`config.mk`:
```
export PLATFORM = sky130hd
export DESIGN_NAME = kalman_filter_update_core
export DESIGN_NICKNAME = d
export VERILOG_FILES = /design/src/kfu_pkg.sv /design/src/kfu_ctrl.sv /design/src/kfu_dp.sv /design/src/kalman_filter_update_core.sv
export SDC_FILE = /design/constraint.sdc
export NUM_CORES = 2
export LEC_CHECK = 0
export ABC_CLOCK_PERIOD_IN_PS = 19200
export BUFFER_PORTS_ARGS = -buffer_cell sky130_fd_sc_hd__buf_2
export CAP_MARGIN = 0
export CORE_ASPECT_RATIO = 1.5
export CORE_MARGIN = 10
export CORE_UTILIZATION = 41
export DETAILED_ROUTE_END_ITERATION = 10
export GPL_ROUTABILITY_DRIVEN = 1
export PLACE_DENSITY = 0.67
export SKIP_LAST_GASP = 1
export SYNTH_ARGS = -nofsm -noshare
export SYNTH_HDL_FRONTEND = slang
export SYNTH_SLANG_ARGS = --single-unit
```
`constraint.sdc`:
```
create_clock -name clk -period 19.2 [get_ports clk]
set_input_delay 0.96 -clock clk [delete_from_list [all_inputs] [get_ports clk]]
set_output_delay 0.96 -clock clk [all_outputs]
set_load 0.05 [all_outputs]
```
`src/kfu_pkg.sv`:
```
// ---------------------------------------------------------------------------
// kfu_pkg
// Shared types, scratch memory map and microcode table for the Kalman
// filter update core.
// ---------------------------------------------------------------------------
package kfu_pkg;

  localparam int FRAC_BITS = 8;
  localparam int NUM_CFG   = 5;
  localparam int DIV_STEPS = 15;

  typedef logic [5:0] addr_t;
  typedef logic [6:0] step_t;

  // Scratch memory map, four words per matrix, two per vector
  localparam addr_t AD_A    = 6'd0;
  localparam addr_t AD_B    = 6'd4;
  localparam addr_t AD_H    = 6'd8;
  localparam addr_t AD_Q    = 6'd12;
  localparam addr_t AD_R    = 6'd16;
  localparam addr_t AD_X    = 6'd20;
  localparam addr_t AD_P    = 6'd22;
  localparam addr_t AD_K    = 6'd26;
  localparam addr_t AD_U    = 6'd30;
  localparam addr_t AD_Z    = 6'd32;
  localparam addr_t AD_XP   = 6'd34;
  localparam addr_t AD_BU   = 6'd36;
  localparam addr_t AD_T1   = 6'd38;
  localparam addr_t AD_T2   = 6'd42;
  localparam addr_t AD_PP   = 6'd46;
  localparam addr_t AD_NUM  = 6'd50;
  localparam addr_t AD_S    = 6'd54;
  localparam addr_t AD_ONE  = 6'd62;
  localparam addr_t AD_ZERO = 6'd63;
  // Reused slots once their first contents are dead
  localparam addr_t AD_INV   = AD_T1;
  localparam addr_t AD_HX    = AD_BU;
  localparam addr_t AD_INNOV = AD_U;
  localparam addr_t AD_CORR  = AD_BU;
  localparam addr_t AD_KH    = AD_T2;
  localparam addr_t AD_IKH   = AD_T1;

  localparam logic [15:0] ONE_Q = 16'(1 << FRAC_BITS);
  localparam step_t STEP_LAST = 7'd66;

  typedef enum logic [2:0] {
    OP_LOAD,
    OP_MAC,
    OP_ADD,
    OP_SUB,
    OP_DET,
    OP_DIV
  } op_t;

  typedef struct packed {
    op_t   op;
    addr_t dst;
    addr_t a0;
    addr_t b0;
    addr_t a1;
    addr_t b1;
    logic  neg;
  } uop_t;

  typedef enum logic [3:0] {
    S_IDLE,
    S_CFG,
    S_ISSUE,
    S_MUL0,
    S_MUL1,
    S_ACC,
    S_WB,
    S_DIVI,
    S_DIVS,
    S_DONE
  } state_t;

  typedef struct packed {
    logic       cfg_take;
    logic       in_take;
    logic       cfg_wr;
    logic       load;
    logic       rd_second;
    logic       mul;
    logic       acc_init;
    logic       acc_add;
    logic       wb;
    logic       div_init;
    logic       div_step;
    logic       out_load;
    logic [3:0] cnt;
    uop_t       uop;
  } cmd_t;

  typedef struct packed {
    logic det_zero;
    logic out_free;
  } status_t;

  // Matrix product element e = 2i+j; tb selects a transposed right operand
  function automatic uop_t op_mm(addr_t dst, addr_t ma, addr_t mb, logic tb,
                                 logic [1:0] e);
    uop_t u;
    u.op  = OP_MAC;
    u.neg = 1'b0;
    u.dst = dst + {4'b0, e};
    u.a0  = ma + {4'b0, e[1], 1'b0};
    u.a1  = ma + {4'b0, e[1], 1'b1};
    if (tb) begin
      u.b0 = mb + {4'b0, e[0], 1'b0};
      u.b1 = mb + {4'b0, e[0], 1'b1};
    end else begin
      u.b0 = mb + {5'b0, e[0]};
      u.b1 = mb + {4'b0, 1'b1, e[0]};
    end
    return u;
  endfunction

  // Matrix times vector, element e
  function automatic uop_t op_mv(addr_t dst, addr_t ma, addr_t v, logic e);
    uop_t u;
    u.op  = OP_MAC;
    u.neg = 1'b0;
    u.dst = dst + {5'b0, e};
    u.a0  = ma + {4'b0, e, 1'b0};
    u.a1  = ma + {4'b0, e, 1'b1};
    u.b0  = v;
    u.b1  = v + 6'd1;
    return u;
  endfunction

  // Element-wise saturating add or subtract
  function automatic uop_t op_ew(op_t opc, addr_t dst, addr_t ma, addr_t mb,
                                 logic [1:0] e);
    uop_t u;
    u.op  = opc;
    u.neg = 1'b0;
    u.dst = dst + {4'b0, e};
    u.a0  = ma + {4'b0, e};
    u.b0  = mb + {4'b0, e};
    u.a1  = AD_ZERO;
    u.b1  = AD_ZERO;
    return u;
  endfunction

  // Microcode: one Kalman step as a list of word operations
  function automatic uop_t ucode(step_t s);
    uop_t       u;
    logic [1:0] k;
    logic       diag;
    u    = '0;
    k    = 2'(s - 7'd39);
    diag = (k == 2'd0) || (k == 2'd3);
    case (s) inside
      [7'd0:7'd3]: begin
        u.op  = OP_LOAD;
        u.dst = (s < 7'd2) ? AD_U + 6'(s) : AD_Z + 6'(s - 7'd2);
        u.a0  = 6'(s);
      end
      [7'd4:7'd5]:   u = op_mv(AD_XP, AD_A, AD_X, 1'(s - 7'd4));
      [7'd6:7'd7]:   u = op_mv(AD_BU, AD_B, AD_U, 1'(s - 7'd6));
      [7'd8:7'd9]:   u = op_ew(OP_ADD, AD_XP, AD_XP, AD_BU, 2'(s - 7'd8));
      [7'd10:7'd13]: u = op_mm(AD_T1, AD_A, AD_P, 1'b0, 2'(s - 7'd10));
      [7'd14:7'd17]: u = op_mm(AD_T2, AD_T1, AD_A, 1'b1, 2'(s - 7'd14));
      [7'd18:7'd21]: u = op_ew(OP_ADD, AD_PP, AD_Q, AD_T2, 2'(s - 7'd18));
      [7'd22:7'd25]: u = op_mm(AD_NUM, AD_PP, AD_H, 1'b1, 2'(s - 7'd22));
      [7'd26:7'd29]: u = op_mm(AD_T1, AD_H, AD_PP, 1'b0, 2'(s - 7'd26));
      [7'd30:7'd33]: u = op_mm(AD_T2, AD_T1, AD_H, 1'b1, 2'(s - 7'd30));
      [7'd34:7'd37]: u = op_ew(OP_ADD, AD_S, AD_T2, AD_R, 2'(s - 7'd34));
      7'd38: begin
        u.op = OP_DET;
        u.a0 = AD_S;
        u.b0 = AD_S + 6'd3;
        u.a1 = AD_S + 6'd1;
        u.b1 = AD_S + 6'd2;
      end
      [7'd39:7'd42]: begin
        // adjugate: diagonal entries swap, off-diagonal entries negate
        u.op  = OP_DIV;
        u.dst = AD_INV + {4'b0, k};
        u.a0  = AD_S + {4'b0, diag ? ~k : k};
        u.neg = k[0] ^ k[1];
      end
      [7'd43:7'd46]: u = op_mm(AD_K, AD_NUM, AD_INV, 1'b0, 2'(s - 7'd43));
      [7'd47:7'd48]: u = op_mv(AD_HX, AD_H, AD_XP, 1'(s - 7'd47));
      [7'd49:7'd50]: u = op_ew(OP_SUB, AD_INNOV, AD_Z, AD_HX, 2'(s - 7'd49));
      [7'd51:7'd52]: u = op_mv(AD_CORR, AD_K, AD_INNOV, 1'(s - 7'd51));
      [7'd53:7'd54]: u = op_ew(OP_ADD, AD_X, AD_XP, AD_CORR, 2'(s - 7'd53));
      [7'd55:7'd58]: u = op_mm(AD_KH, AD_K, AD_H, 1'b0, 2'(s - 7'd55));
      [7'd59:7'd62]: begin
        u    = op_ew(OP_SUB, AD_IKH, AD_ZERO, AD_KH, 2'(s - 7'd59));
        u.a0 = ((s == 7'd59) || (s == 7'd62)) ? AD_ONE : AD_ZERO;
      end
      [7'd63:7'd66]: u = op_mm(AD_P, AD_IKH, AD_PP, 1'b0, 2'(s - 7'd63));
      default: u = '0;
    endcase
    return u;
  endfunction

endpackage

```
`src/kfu_ctrl.sv`:
```
// ---------------------------------------------------------------------------
// kfu_ctrl
// Sequencer: walks the microcode, drives datapath phases, handles config
// transfers and the input handshake.
// ---------------------------------------------------------------------------
module kfu_ctrl (
  input  logic             clk,
  input  logic             rst,
  input  logic             in_valid,
  output logic             in_stall,
  input  logic             cfg_valid,
  output logic             cfg_ready,
  input  kfu_pkg::status_t status,
  output kfu_pkg::cmd_t    cmd
);

  kfu_pkg::state_t state, state_next;
  kfu_pkg::step_t  step, step_next;
  logic [3:0]      cnt, cnt_next;
  kfu_pkg::uop_t   uop;
  logic            last;

  assign uop  = kfu_pkg::ucode(step);
  assign last = (step == kfu_pkg::STEP_LAST);

  // State registers
  always_ff @(posedge clk) begin
    if (rst) begin
      state <= kfu_pkg::S_IDLE;
      step  <= '0;
      cnt   <= '0;
    end else begin
      state <= state_next;
      step  <= step_next;
      cnt   <= cnt_next;
    end
  end

  // Next state
  always_comb begin
    state_next = state;
    step_next  = step;
    cnt_next   = cnt;
    unique case (state)
      kfu_pkg::S_IDLE: begin
        if (cfg_valid) begin
          state_next = kfu_pkg::S_CFG;
          cnt_next   = '0;
        end else if (in_valid) begin
          state_next = kfu_pkg::S_ISSUE;
          step_next  = '0;
        end
      end
      kfu_pkg::S_CFG: begin
        cnt_next = cnt + 4'd1;
        if (cnt == 4'd3) state_next = kfu_pkg::S_IDLE;
      end
      kfu_pkg::S_ISSUE: begin
        unique case (uop.op)
          kfu_pkg::OP_LOAD: begin
            if (last) state_next = kfu_pkg::S_DONE;
            else step_next = step + 7'd1;
          end
          kfu_pkg::OP_MAC, kfu_pkg::OP_DET: state_next = kfu_pkg::S_MUL0;
          kfu_pkg::OP_ADD, kfu_pkg::OP_SUB: state_next = kfu_pkg::S_WB;
          kfu_pkg::OP_DIV: state_next = kfu_pkg::S_DIVI;
          default: state_next = kfu_pkg::S_WB;
        endcase
      end
      kfu_pkg::S_MUL0: state_next = kfu_pkg::S_MUL1;
      kfu_pkg::S_MUL1: state_next = kfu_pkg::S_ACC;
      kfu_pkg::S_ACC:  state_next = kfu_pkg::S_WB;
      kfu_pkg::S_DIVI: begin
        state_next = kfu_pkg::S_DIVS;
        cnt_next   = '0;
      end
      kfu_pkg::S_DIVS: begin
        cnt_next = cnt + 4'd1;
        if (cnt == 4'(kfu_pkg::DIV_STEPS - 1)) state_next = kfu_pkg::S_WB;
      end
      kfu_pkg::S_WB: begin
        if ((uop.op == kfu_pkg::OP_DET && status.det_zero) || last) begin
          state_next = kfu_pkg::S_DONE;
        end else begin
          state_next = kfu_pkg::S_ISSUE;
          step_next  = step + 7'd1;
        end
      end
      kfu_pkg::S_DONE: begin
        if (status.out_free) state_next = kfu_pkg::S_IDLE;
      end
      default: state_next = kfu_pkg::S_IDLE;
    endcase
  end

  // Outputs and datapath commands
  always_comb begin
    cmd           = '0;
    cmd.uop       = uop;
    cmd.cnt       = cnt;
    cfg_ready     = (state == kfu_pkg::S_IDLE);
    in_stall      = (state != kfu_pkg::S_IDLE) || cfg_valid;
    cmd.cfg_take  = (state == kfu_pkg::S_IDLE) && cfg_valid;
    cmd.in_take   = (state == kfu_pkg::S_IDLE) && in_valid && !cfg_valid;
    cmd.cfg_wr    = (state == kfu_pkg::S_CFG);
    cmd.load      = (state == kfu_pkg::S_ISSUE) && (uop.op == kfu_pkg::OP_LOAD);
    cmd.rd_second = (state == kfu_pkg::S_MUL0);
    cmd.mul       = (state == kfu_pkg::S_MUL0) || (state == kfu_pkg::S_MUL1);
    cmd.acc_init  = (state == kfu_pkg::S_MUL1);
    cmd.acc_add   = (state == kfu_pkg::S_ACC);
    cmd.wb        = (state == kfu_pkg::S_WB);
    cmd.div_init  = (state == kfu_pkg::S_DIVI);
    cmd.div_step  = (state == kfu_pkg::S_DIVS);
    cmd.out_load  = (state == kfu_pkg::S_DONE) && status.out_free;
  end

endmodule

```
`src/kfu_dp.sv`:
```
// ---------------------------------------------------------------------------
// kfu_dp
// Datapath: scratch memory, shared 16x16 multiplier with accumulator,
// saturating adder, serial divider and output register.
// ---------------------------------------------------------------------------
module kfu_dp (
  input  logic                clk,
  input  logic                rst,
  input  kfu_pkg::cmd_t       cmd,
  output kfu_pkg::status_t    status,
  input  logic signed [15:0]  control_0,
  input  logic signed [15:0]  control_1,
  input  logic signed [15:0]  measure_0,
  input  logic signed [15:0]  measure_1,
  input  logic [2:0]          cfg_index,
  input  logic [63:0]         cfg_data,
  output logic                out_valid,
  input  logic                out_stall,
  output logic signed [15:0]  estimate_0,
  output logic signed [15:0]  estimate_1,
  output logic                singular
);

  logic [15:0]        mem [64];
  logic [63:0]        vld;
  logic [15:0]        in_word [4];
  logic [2:0]         cfg_idx;
  logic [63:0]        cfg_val;
  logic [15:0]        rd_mem_a, rd_mem_b;
  logic               rd_vld_a, rd_vld_b;
  kfu_pkg::addr_t     rd_addr_a, rd_addr_b;
  kfu_pkg::addr_t     ra, rb;
  logic signed [15:0] rd_a, rd_b;
  logic signed [31:0] prod;
  logic signed [32:0] acc;
  logic [35:0]        rem;
  logic [51:0]        dsh;
  logic [14:0]        quo;
  logic               ovf, dneg;
  logic               sing;
  logic [15:0]        est0, est1;
  logic               wr_en;
  kfu_pkg::addr_t     wr_addr;
  logic [15:0]        wr_data;
  logic [15:0]        rnd_word, ew_word, div_word;
  logic signed [33:0] rnd_sum, rnd_sh;
  logic signed [16:0] ew_sum;
  logic signed [16:0] adj;
  logic [16:0]        adj_mag;
  logic [32:0]        det_mag;
  logic [35:0]        div_n;
  logic [35:0]        div_d;

  function automatic logic [15:0] sat16(logic signed [33:0] v);
    if (v > 34'sd32767) return 16'h7fff;
    if (v < -34'sd32768) return 16'h8000;
    return v[15:0];
  endfunction

  function automatic logic [15:0] reset_word(kfu_pkg::addr_t a);
    if (a == kfu_pkg::AD_K || a == kfu_pkg::AD_K + 6'd3 || a == kfu_pkg::AD_ONE)
      return kfu_pkg::ONE_Q;
    return 16'h0000;
  endfunction

  // Input and config capture
  always_ff @(posedge clk) begin
    if (cmd.in_take) begin
      in_word[0] <= control_0;
      in_word[1] <= control_1;
      in_word[2] <= measure_0;
      in_word[3] <= measure_1;
    end
    if (cmd.cfg_take) begin
      cfg_idx <= cfg_index;
      cfg_val <= cfg_data;
    end
  end

  // Scratch memory, two registered read ports; unwritten words read as reset value
  assign ra = cmd.rd_second ? cmd.uop.a1 : cmd.uop.a0;
  assign rb = cmd.rd_second ? cmd.uop.b1 : cmd.uop.b0;

  always_ff @(posedge clk) begin
    if (wr_en) mem[wr_addr] <= wr_data;
    rd_mem_a  <= mem[ra];
    rd_mem_b  <= mem[rb];
    rd_addr_a <= ra;
    rd_addr_b <= rb;
  end

  always_ff @(posedge clk) begin
    if (rst) begin
      vld      <= '0;
      rd_vld_a <= 1'b0;
      rd_vld_b <= 1'b0;
    end else begin
      if (wr_en) vld[wr_addr] <= 1'b1;
      rd_vld_a <= vld[ra];
      rd_vld_b <= vld[rb];
    end
  end

  assign rd_a = rd_vld_a ? rd_mem_a : reset_word(rd_addr_a);
  assign rd_b = rd_vld_b ? rd_mem_b : reset_word(rd_addr_b);

  // Multiplier and accumulator
  always_ff @(posedge clk) begin
    if (cmd.mul) prod <= rd_a * rd_b;
    if (cmd.acc_init) acc <= 33'(prod);
    else if (cmd.acc_add) begin
      if (cmd.uop.op == kfu_pkg::OP_DET) acc <= acc - 33'(prod);
      else acc <= acc + 33'(prod);
    end
  end

  // Round half up by the fraction width, then saturate
  assign rnd_sum  = 34'(acc) + (34'sd1 <<< (kfu_pkg::FRAC_BITS - 1));
  assign rnd_sh   = rnd_sum >>> kfu_pkg::FRAC_BITS;
  assign rnd_word = sat16(rnd_sh);

  // Element-wise add or subtract
  assign ew_sum  = (cmd.uop.op == kfu_pkg::OP_SUB) ? 17'(rd_a) - 17'(rd_b)
                                                   : 17'(rd_a) + 17'(rd_b);
  assign ew_word = sat16(34'(ew_sum));

  // Divider setup: q = (2n + d) / (2d), n = |adj| * 2^(2*FRAC_BITS), d = |det|
  assign adj     = cmd.uop.neg ? -17'(rd_a) : 17'(rd_a);
  assign adj_mag = adj[16] ? 17'(-adj) : adj;
  assign det_mag = acc[32] ? 33'(-acc) : 33'(acc);
  assign div_n   = (36'(adj_mag) << (2 * kfu_pkg::FRAC_BITS + 1)) + {3'b0, det_mag};
  assign div_d   = {2'b0, det_mag, 1'b0};

  // Restoring divider, one quotient bit per cycle; large quotients clamp
  always_ff @(posedge clk) begin
    if (cmd.div_init) begin
      rem  <= div_n;
      dsh  <= {2'b0, div_d, 14'b0};
      ovf  <= {16'b0, div_n} >= {1'b0, div_d, 15'b0};
      dneg <= adj[16] ^ acc[32];
      quo  <= '0;
    end else if (cmd.div_step) begin
      if ({16'b0, rem} >= dsh) begin
        rem <= rem - dsh[35:0];
        quo <= {quo[13:0], 1'b1};
      end else begin
        quo <= {quo[13:0], 1'b0};
      end
      dsh <= dsh >> 1;
    end
  end

  assign div_word = ovf  ? (dneg ? 16'h8000 : 16'h7fff)
                  : dneg ? 16'(-{1'b0, quo}) : {1'b0, quo};

  // Memory write selection
  always_comb begin
    wr_en   = 1'b0;
    wr_addr = cmd.uop.dst;
    wr_data = rnd_word;
    if (cmd.cfg_wr) begin
      wr_en   = (cfg_idx < 3'(kfu_pkg::NUM_CFG));
      wr_addr = {1'b0, cfg_idx, cmd.cnt[1:0]};
      wr_data = 16'(cfg_val >> {cmd.cnt[1:0], 4'b0});
    end else if (cmd.load) begin
      wr_en   = 1'b1;
      wr_data = in_word[cmd.uop.a0[1:0]];
    end else if (cmd.wb) begin
      case (cmd.uop.op)
        kfu_pkg::OP_MAC: begin
          wr_en   = 1'b1;
          wr_data = rnd_word;
        end
        kfu_pkg::OP_ADD, kfu_pkg::OP_SUB: begin
          wr_en   = 1'b1;
          wr_data = ew_word;
        end
        kfu_pkg::OP_DIV: begin
          wr_en   = 1'b1;
          wr_data = div_word;
        end
        default: wr_en = 1'b0;
      endcase
    end
  end

  // Estimate shadow and singular flag
  always_ff @(posedge clk) begin
    if (rst) begin
      est0 <= '0;
      est1 <= '0;
      sing <= 1'b0;
    end else begin
      if (wr_en && wr_addr == kfu_pkg::AD_X) est0 <= wr_data;
      if (wr_en && wr_addr == kfu_pkg::AD_X + 6'd1) est1 <= wr_data;
      if (cmd.wb && cmd.uop.op == kfu_pkg::OP_DET) sing <= (acc == '0);
    end
  end

  // Output register
  always_ff @(posedge clk) begin
    if (rst) out_valid <= 1'b0;
    else if (cmd.out_load) out_valid <= 1'b1;
    else if (!out_stall) out_valid <= 1'b0;
  end

  always_ff @(posedge clk) begin
    if (cmd.out_load) begin
      estimate_0 <= est0;
      estimate_1 <= est1;
      singular   <= sing;
    end
  end

  assign status.det_zero = (acc == '0);
  assign status.out_free = !out_valid || !out_stall;

endmodule

```
`src/kalman_filter_update_core.sv`:
```
// ---------------------------------------------------------------------------
// kalman_filter_update_core
// Two-state linear Kalman filter step in signed Q8.8 with saturation.
// ---------------------------------------------------------------------------
// Usage:
//   Config channel (cfg_valid/cfg_ready, cfg_index, cfg_data) loads A, B, H,
//   Q, R as four Q8.8 words each; a transfer is taken only while idle and
//   then writes the words into scratch memory.
//   Input channel (in_valid/in_stall) carries u and z. One item is in work
//   at a time; in_stall is high from acceptance until the result has been
//   moved into the output register.
//   Output channel (out_valid/out_stall) carries the posterior estimate and
//   the singular flag. The output register holds while stalled; the core
//   waits in its final state until the register is free.
//   Work per item: 40 dot products on the one shared multiplier plus the
//   determinant, 4 inverse entries in the serial divider and 18 adds; a
//   singular item ends after the determinant.
//   Reset: all matrices, x and P clear to zero, the gain to identity.
// ---------------------------------------------------------------------------
module kalman_filter_update_core (
  input  logic               clk,
  input  logic               rst,
  input  logic               in_valid,
  output logic               in_stall,
  input  logic signed [15:0] control_0,
  input  logic signed [15:0] control_1,
  input  logic signed [15:0] measure_0,
  input  logic signed [15:0] measure_1,
  output logic               out_valid,
  input  logic               out_stall,
  output logic signed [15:0] estimate_0,
  output logic signed [15:0] estimate_1,
  output logic               singular,
  input  logic               cfg_valid,
  output logic               cfg_ready,
  input  logic [2:0]         cfg_index,
  input  logic [63:0]        cfg_data
);

  kfu_pkg::cmd_t    cmd;
  kfu_pkg::status_t status;

  // Sequencer
  kfu_ctrl u_ctrl (
    .clk       (clk),
    .rst       (rst),
    .in_valid  (in_valid),
    .in_stall  (in_stall),
    .cfg_valid (cfg_valid),
    .cfg_ready (cfg_ready),
    .status    (status),
    .cmd       (cmd)
  );

  // Arithmetic and storage
  kfu_dp u_dp (
    .clk        (clk),
    .rst        (rst),
    .cmd        (cmd),
    .status     (status),
    .control_0  (control_0),
    .control_1  (control_1),
    .measure_0  (measure_0),
    .measure_1  (measure_1),
    .cfg_index  (cfg_index),
    .cfg_data   (cfg_data),
    .out_valid  (out_valid),
    .out_stall  (out_stall),
    .estimate_0 (estimate_0),
    .estimate_1 (estimate_1),
    .singular   (singular)
  );

endmodule
```
# Word-level counts from Yosys, hierarchy flattened
# Memory sizes are Yosys's and may differ from the RTL's. A register that Yosys moved wholly into a read port is not among the register bits.
# Cells that the tools add are included.
# W data, S select, Z words.
[op_classes]
shifts = 1
reduce_logical = 61
add_sub_neg = 99
eq_ne = 41
bitwise = 4
order_cmp = 52
mul = 1
n_mux = 178
[op_table]
columns = ["operator", "n"]
rows = [
  ["$mux W18", 21],
  ["$mux W16", 20],
  ["$mux W6", 46],
  ["$add A6 B2 Y6 const A", 28],
  ["$mux W33", 4],
  ["$mux W36", 3],
  ["$mux W48", 2],
  ["$ge A7 B6 Y1 const B", 10],
  ["$le A7 B6 Y1 const B", 10],
  ["$or A64 B64 Y64", 1],
  ["$shr A64 B6 Y16", 1],
  ["$add A5 B2 Y6 const A", 10],
  ["$mux W3", 20],
  ["$mux W17", 3],
  ["$add A4 B2 Y5 const A", 10],
  ["$ge A36 B49 Y1", 1],
  ["$ge A36 B48 Y1", 1],
  ["$add A6 B1 Y6 const A", 7],
  ["$pmux W4 S10", 1],
  ["$mux W1", 37],
  ["$eq A6 B5 Y1 const B", 6],
  ["$sub A36 B36 Y36", 1],
  ["$add A34 B33 Y35", 1],
  ["$mux W7", 5],
  ["other kinds (78)", 188],
]
[word_totals]
ramBits = 1088
memories = 2
regBits = 393
elab_cells = 464
output_inout_bits = 36
input_bits = 136
[mem_list]
columns = ["memory", "words", "width", "read_ports", "rd_clocked_by_memory_dff", "write_ports", "line_no", "source"]
rows = [
  ["u_dp.mem", 64, 16, 2, 2, 1, "kfu_dp.sv:24", "logic [15:0] mem [64];"],
  ["u_dp.in_word", 4, 16, 1, 0, 4, "kfu_dp.sv:26", "logic [15:0] in_word [4];"],
]

# Logic depth before layout (Yosys ltp)
[logic_depth]
word_depth = 34
depth_mapped = 41
depth_no_buf = 35

# Hierarchy
# Synthesis repeated with hierarchy kept, for this count alone.
[hier_totals]
cells_unflattened = 9784
hier_area_um2 = 90971.0
[modules_own_cells]
columns = ["mod", "area_each_um2", "n_inst", "seq_area_each_um2", "cells_per_inst"]
rows = [
  ["kfu_dp", 87167.4, 1, 43241.5, 9208],
  ["kfu_ctrl", 3803.6, 1, 300.3, 576],
]

# Least setup slack after synthesis
# OpenSTA, ideal clock, no wires.
[synth_path]
kind = "register to register"
from = "register u_ctrl.step[1]"
to = "memory u_dp.mem[0][3], data pin"
n_path_buf = 5
slack_ns = 9.950
synth_period_minus_slack_ns = 9.250
path_stages_with_launch = 28
t_required_ns = 18.498
arrival_ns = 8.549
setup_time_ns = 0.702
cell_sequence = "dfxtp_1 > clkbuf_1 > inv_1 > clkbuf_1 > ha_1 > buf_2 > nor2b_1 > clkbuf_1 > o21ai_1 > nand4_1 > nor4_1 > o21a_1 > o32a_2 > clkbuf_1 > mux2i_1 > fa_1 > a21o_1 > a21o_1 > nand2_1 > a211oi_1 > a221o_1 > a31oi_1 > o21ai_0 > xnor3_1 > o21ai_1 > o311ai_0 > a21oi_1 > o21ai_0"
[synth_via]
elab_chain_len = 34
elab_cells_between_ends = 159
classes_between = "add/sub: 27; order compare: 42; eq/ne: 7; mux: 55; bitwise: 1; reduce/logical: 26; memory: 1"
[synth_rtl]
columns = ["item", "line_no", "source"]
rows = [
  ["start: declaration", "kfu_ctrl.sv:18", "kfu_pkg::step_t step, step_next;"],
  ["start signal: assignment", "kfu_ctrl.sv:34", "step <= step_next;"],
  ["$ge A7 B6 Y1 (not written as such) or $le A7 B7 Y1 (tied branches)", "kfu_ctrl.sv:23", "assign uop = kfu_pkg::ucode(step);"],
  ["$logic_and A1 B1 Y1 (not written as such)", "kfu_ctrl.sv:23", ""],
  ["$mux W1", "kfu_pkg.sv:154", "case (s) inside"],
  ["$mux W3 (20 in series)", "kfu_pkg.sv:154", ""],
  ["$eq A3 B2 Y1", "kfu_dp.sv:123, kfu_dp.sv:169", ""],
  ["$mux W17", "kfu_dp.sv:123", "assign ew_sum = (cmd.uop.op == kfu_pkg::OP_SUB) ? 17'(rd_a) - 17'(rd_b)"],
  ["$lt A17 B16 Y1", "kfu_dp.sv:56", "if (v < -34'sd32768) return 16'h8000;"],
  ["$mux W1 (2 in series)", "kfu_dp.sv:56", ""],
  ["$mux W16", "kfu_dp.sv:57", "return v[15:0];"],
  ["$mux W16", "kfu_dp.sv:56", ""],
  ["$pmux W16 S2", "kfu_dp.sv:169", "case (cmd.uop.op)"],
  ["$mux W16", "kfu_dp.sv:168", "end else if (cmd.wb) begin"],
  ["$mux W16 (*)", "kfu_dp.sv:165", "end else if (cmd.load) begin"],
  ["$mux W16 (*)", "kfu_dp.sv:161", "if (cmd.cfg_wr) begin"],
  ["named net u_dp.wr_data[3]", "kfu_dp.sv:44", "logic [15:0] wr_data;"],
  ["end: declaration", "kfu_dp.sv:24", ""],
]
# Mark *: on every way through the listed nets, which the timed path passes. The rest lies on a longest branch. The select of a mux whose other input is x is not followed.

# Worst setup path in the final report
[layout_path]
from = "register u_ctrl.step[1]"
to = "memory u_dp.mem[50][1], data pin"
# The elaborated chain is that of the path after synthesis.

==> flow_summary.json <==
{
  "status": "complete, but fails checks",
  "violations": "capacitance limit, slew limit",
  "cts_setup_buffers": 0,
  "synth_async_sr_flop_share_pct": 0,
  "arrival_ns": 10.11,
  "ctsResizeCount": 0,
  "grt_pass1_vias": 73900,
  "use_met2_pct": 44.6,
  "avgViaCountPerCell": 6.23,
  "synth_common_cells": "nand2_1, edfxtp_1, nand3_1",
  "drtAntennaViolNets": 0,
  "tritoncts": "built",
  "die_area_um2": 240000,
  "place.port_buffers": 171,
  "cap_violations": 2,
  "cp-end-kind": "register",
  "leakagePower_nw": 37.5,
  "grt_max_degree": 147,
  "pin_count": 172,
  "use_met3_pct": 5.39,
  "gp_congestion": 0.982,
  "fin_ws_ns": 9.31,
  "htreeDepth": 4,
  "fin_crit_sh_pct": 51.5,
  "dp_hpwl_um": 228000,
  "holdBufCountCts": 0,
  "core_um2": 220000,
  "synth_edf_count": 1324,
  "worstPathRequired_ns": 19.42,
  "grt_pass1_wl_um": 486000,
  "setup_tns_ns": 0,
  "avgRoutedWirePerCell_um": 27.7,
  "hold_violations": 0,
  "syn_area_um2": 90400,
  "netlist_instances": 9084,
  "synth-seq-area-share_pct": 48.2,
  "yosys.area.top_type": "edfxtp_1",
  "syn_to_final_growth_pct": 10.3,
  "ys.flop_type": "edfxtp_1",
  "critPathMaxFanout": 64,
  "start_util_pct": 41.1,
  "start_kind": "register",
  "clk_latency_ns": 0.87,
  "finalSetupViolations": 0,
  "cts_made_buffers": 159,
  "grt.busiest_layer": "met2",
  "drive_gt1_share_pct": 8.43,
  "n_fill_cell": 20100,
  "cts_buffer_depth": 4,
  "worstSetupPathType": "register to register",
  "die_y_um": 595,
  "cts_sinks": 1513,
  "ff2ff_path_depth": 23,
  "clkTransAtPathRegs_ns": 0.06,
  "final_nets": 9712,
  "ir_drop_mv": 0.130,
  "drt_iter0_drc": 9605,
  "yosys-top-cells-area": "edfxtp_1, nand2_1, fa_1, mux2i_1, dfxtp_1",
  "synth.distinct_cells": 111,
  "dr_total_vias": 75300,
  "drv_slew": 2,
  "power_density_nw_per_um2": 110,
  "relSlewSlack_pct": -0.642,
  "min_path_cells": 1,
  "worstHoldPathType": "input pin to register",
  "met1_usage_pct": 30.0,
  "grt_use_total_pct": 26.8,
  "dp_slack_ns": 9.52,
  "yosysMostFrequentCell": "nand2_1",
  "gr-total-overflow": 0,
  "final_core_util_pct": 45.3,
  "fmax_mhz": 101,
  "clk_root_buffer_cell": "clkbuf_16",
  "worst_slew_pin_slew_ns": 1.51,
  "wl_um": 335000,
  "num_rows": 211,
  "synth_top_area_share_pct": 44.0,
  "firstDrtPassIters": 9,
  "drc": 0,
  "fin_skew_ns": 0.0825,
  "die_width_um": 403,
  "ys_warn_count": 0,
  "grt_antenna_before_repair": 14,
  "synth.avg_cell_area_um2": 9.95,
  "synth-seq-cells": 1513,
  "min_period_ns": 9.89,
  "rsz0062_at_grt": "no"
}
-- state kept, by name, summed over array words and instances (netlist names), 15 cells and up --
signal,flops
u_dp.est1,16
u_dp.dsh,48
u_dp.rem,36
u_dp.estimate_1,16
u_dp.mem,1024
u_dp.in_word,64
u_dp.rd_mem_b,16
u_dp.prod,32
u_dp.acc,33
u_dp.cfg_val,64
u_dp.est0,16
u_dp.estimate_0,16
u_dp.quo,15
u_dp.rd_mem_a,16
u_dp.vld,64
-- layout by cell type, fill, tap and decap left out, types with 25 or more instances in the layout --
cell,instances
a211oi_1,74
a21o_1,64
a21oi_1,350
a221oi_1,32
a311oi_1,132
a31oi_1,142
a32oi_1,38
and2_1,33
and3_1,122
buf_2,170
buf_4,183
clkbuf_1,40
clkbuf_16,164
conb_1,97
dfxtp_1,188
edfxtp_1,1324
fa_1,266
ha_1,218
inv_1,430
mux2_2,25
mux2i_1,445
nand2_1,1885
nand2b_1,50
nand3_1,695
nand4_1,76
nor2_1,531
nor2b_1,55
nor3_1,73
nor4_1,30
o2111ai_1,32
o211ai_1,89
o21a_1,36
o21ai_0,230
o221ai_1,34
o22ai_1,42
o31ai_1,47
or3_1,47
xnor2_1,134
xor2_1,101
-- metal layers --
metal,routed length [um],vias up
met5,46,-
met4,32000,8
met3,31300,1206
met2,158000,4594
met1,114000,36900
li1,-,32600
-- layout make-up --
type | instances | area, um^2 | share of cell area (%)
timing repair buffer | 361 | 2370 | 2.38
clock inverter | 58 | 603 | 0.605
antenna | 6 | 15.0 | 0.0151
tap | 2875 | 3600 | 3.61
sequential | 1513 | 43500 | 43.7
multi-input combinational | 6608 | 43300 | 43.4
inverter | 449 | 1750 | 1.75
clock buffer | 221 | 4480 | 4.50
-- power breakdown --
part	switching [W]	internal, W
logic	0.00239	0.000831
clock network	0.00134	0.00178
registers	0.000163	0.00443
total	0.00390	0.00704
-- final timing paths --
path,endpoint,from,slack [ns]
setup / recovery,u_dp.mem[50][1],u_ctrl.step[1],9.31
hold / removal,u_dp.in_word[1][1],control_1[1],0.26
hold reg to reg,u_dp.estimate_1[6],u_dp.est1[6],0.40
setup reg to reg,u_dp.mem[50][1],u_ctrl.step[1],9.31
-- logic make-up after synthesis --
| family | Yosys count | synth area share, % |
|---|---|---|
| AOI/OAI and AO/OA | 1561 | 11.9 |
| xor gates and xnor gates | 236 | 2.30 |
| adders and majority gates | 484 | 8.91 |
| buffers and inverters | 1059 | 4.73 |
| DFF | 1513 | 48.2 |
| muxes | 489 | 5.71 |
| other | 1 | 0.00415 |
| and+or+nand+nor | 3741 | 18.3 |
-- worst max-delay path: stages (launching register included) --
cell and delay (ns):
dfxtp_1 0.30, buf_4 0.24, inv_1 0.62, ha_1 0.78
nor2b_1 0.53, nor2_1 0.21, a311oi_4 0.52, nor3_1 0.21
a221oi_1 0.31, o32a_2 0.50, mux2i_1 0.20, ha_1 0.30
nor2b_1 0.13, o21ai_0 0.12, a21boi_0 0.56, o21ai_0 0.30
a211oi_1 0.49, nor3_1 0.14, o31ai_1 0.36, xor2_1 0.24
a31oi_1 0.55, a21oi_1 0.15, o31ai_1 0.48, nand2_2 0.88
-- stage by stage --
stage                     cell area (um^2)  power [W]  hold WS [ns]  instances
final                                99700     0.0109         0.264      12100
after global routing                 99600     0.0113         0.244      12100
after CTS                            99600     0.0109         0.234      12100
after detailed placement             94500    0.00779         0.417      11800
after global placement               94500    0.00768         0.415      11800
after floorplan                      90700    0.00656         0.402       9180
No activity file was read; power rests on OpenSTA's default activity.
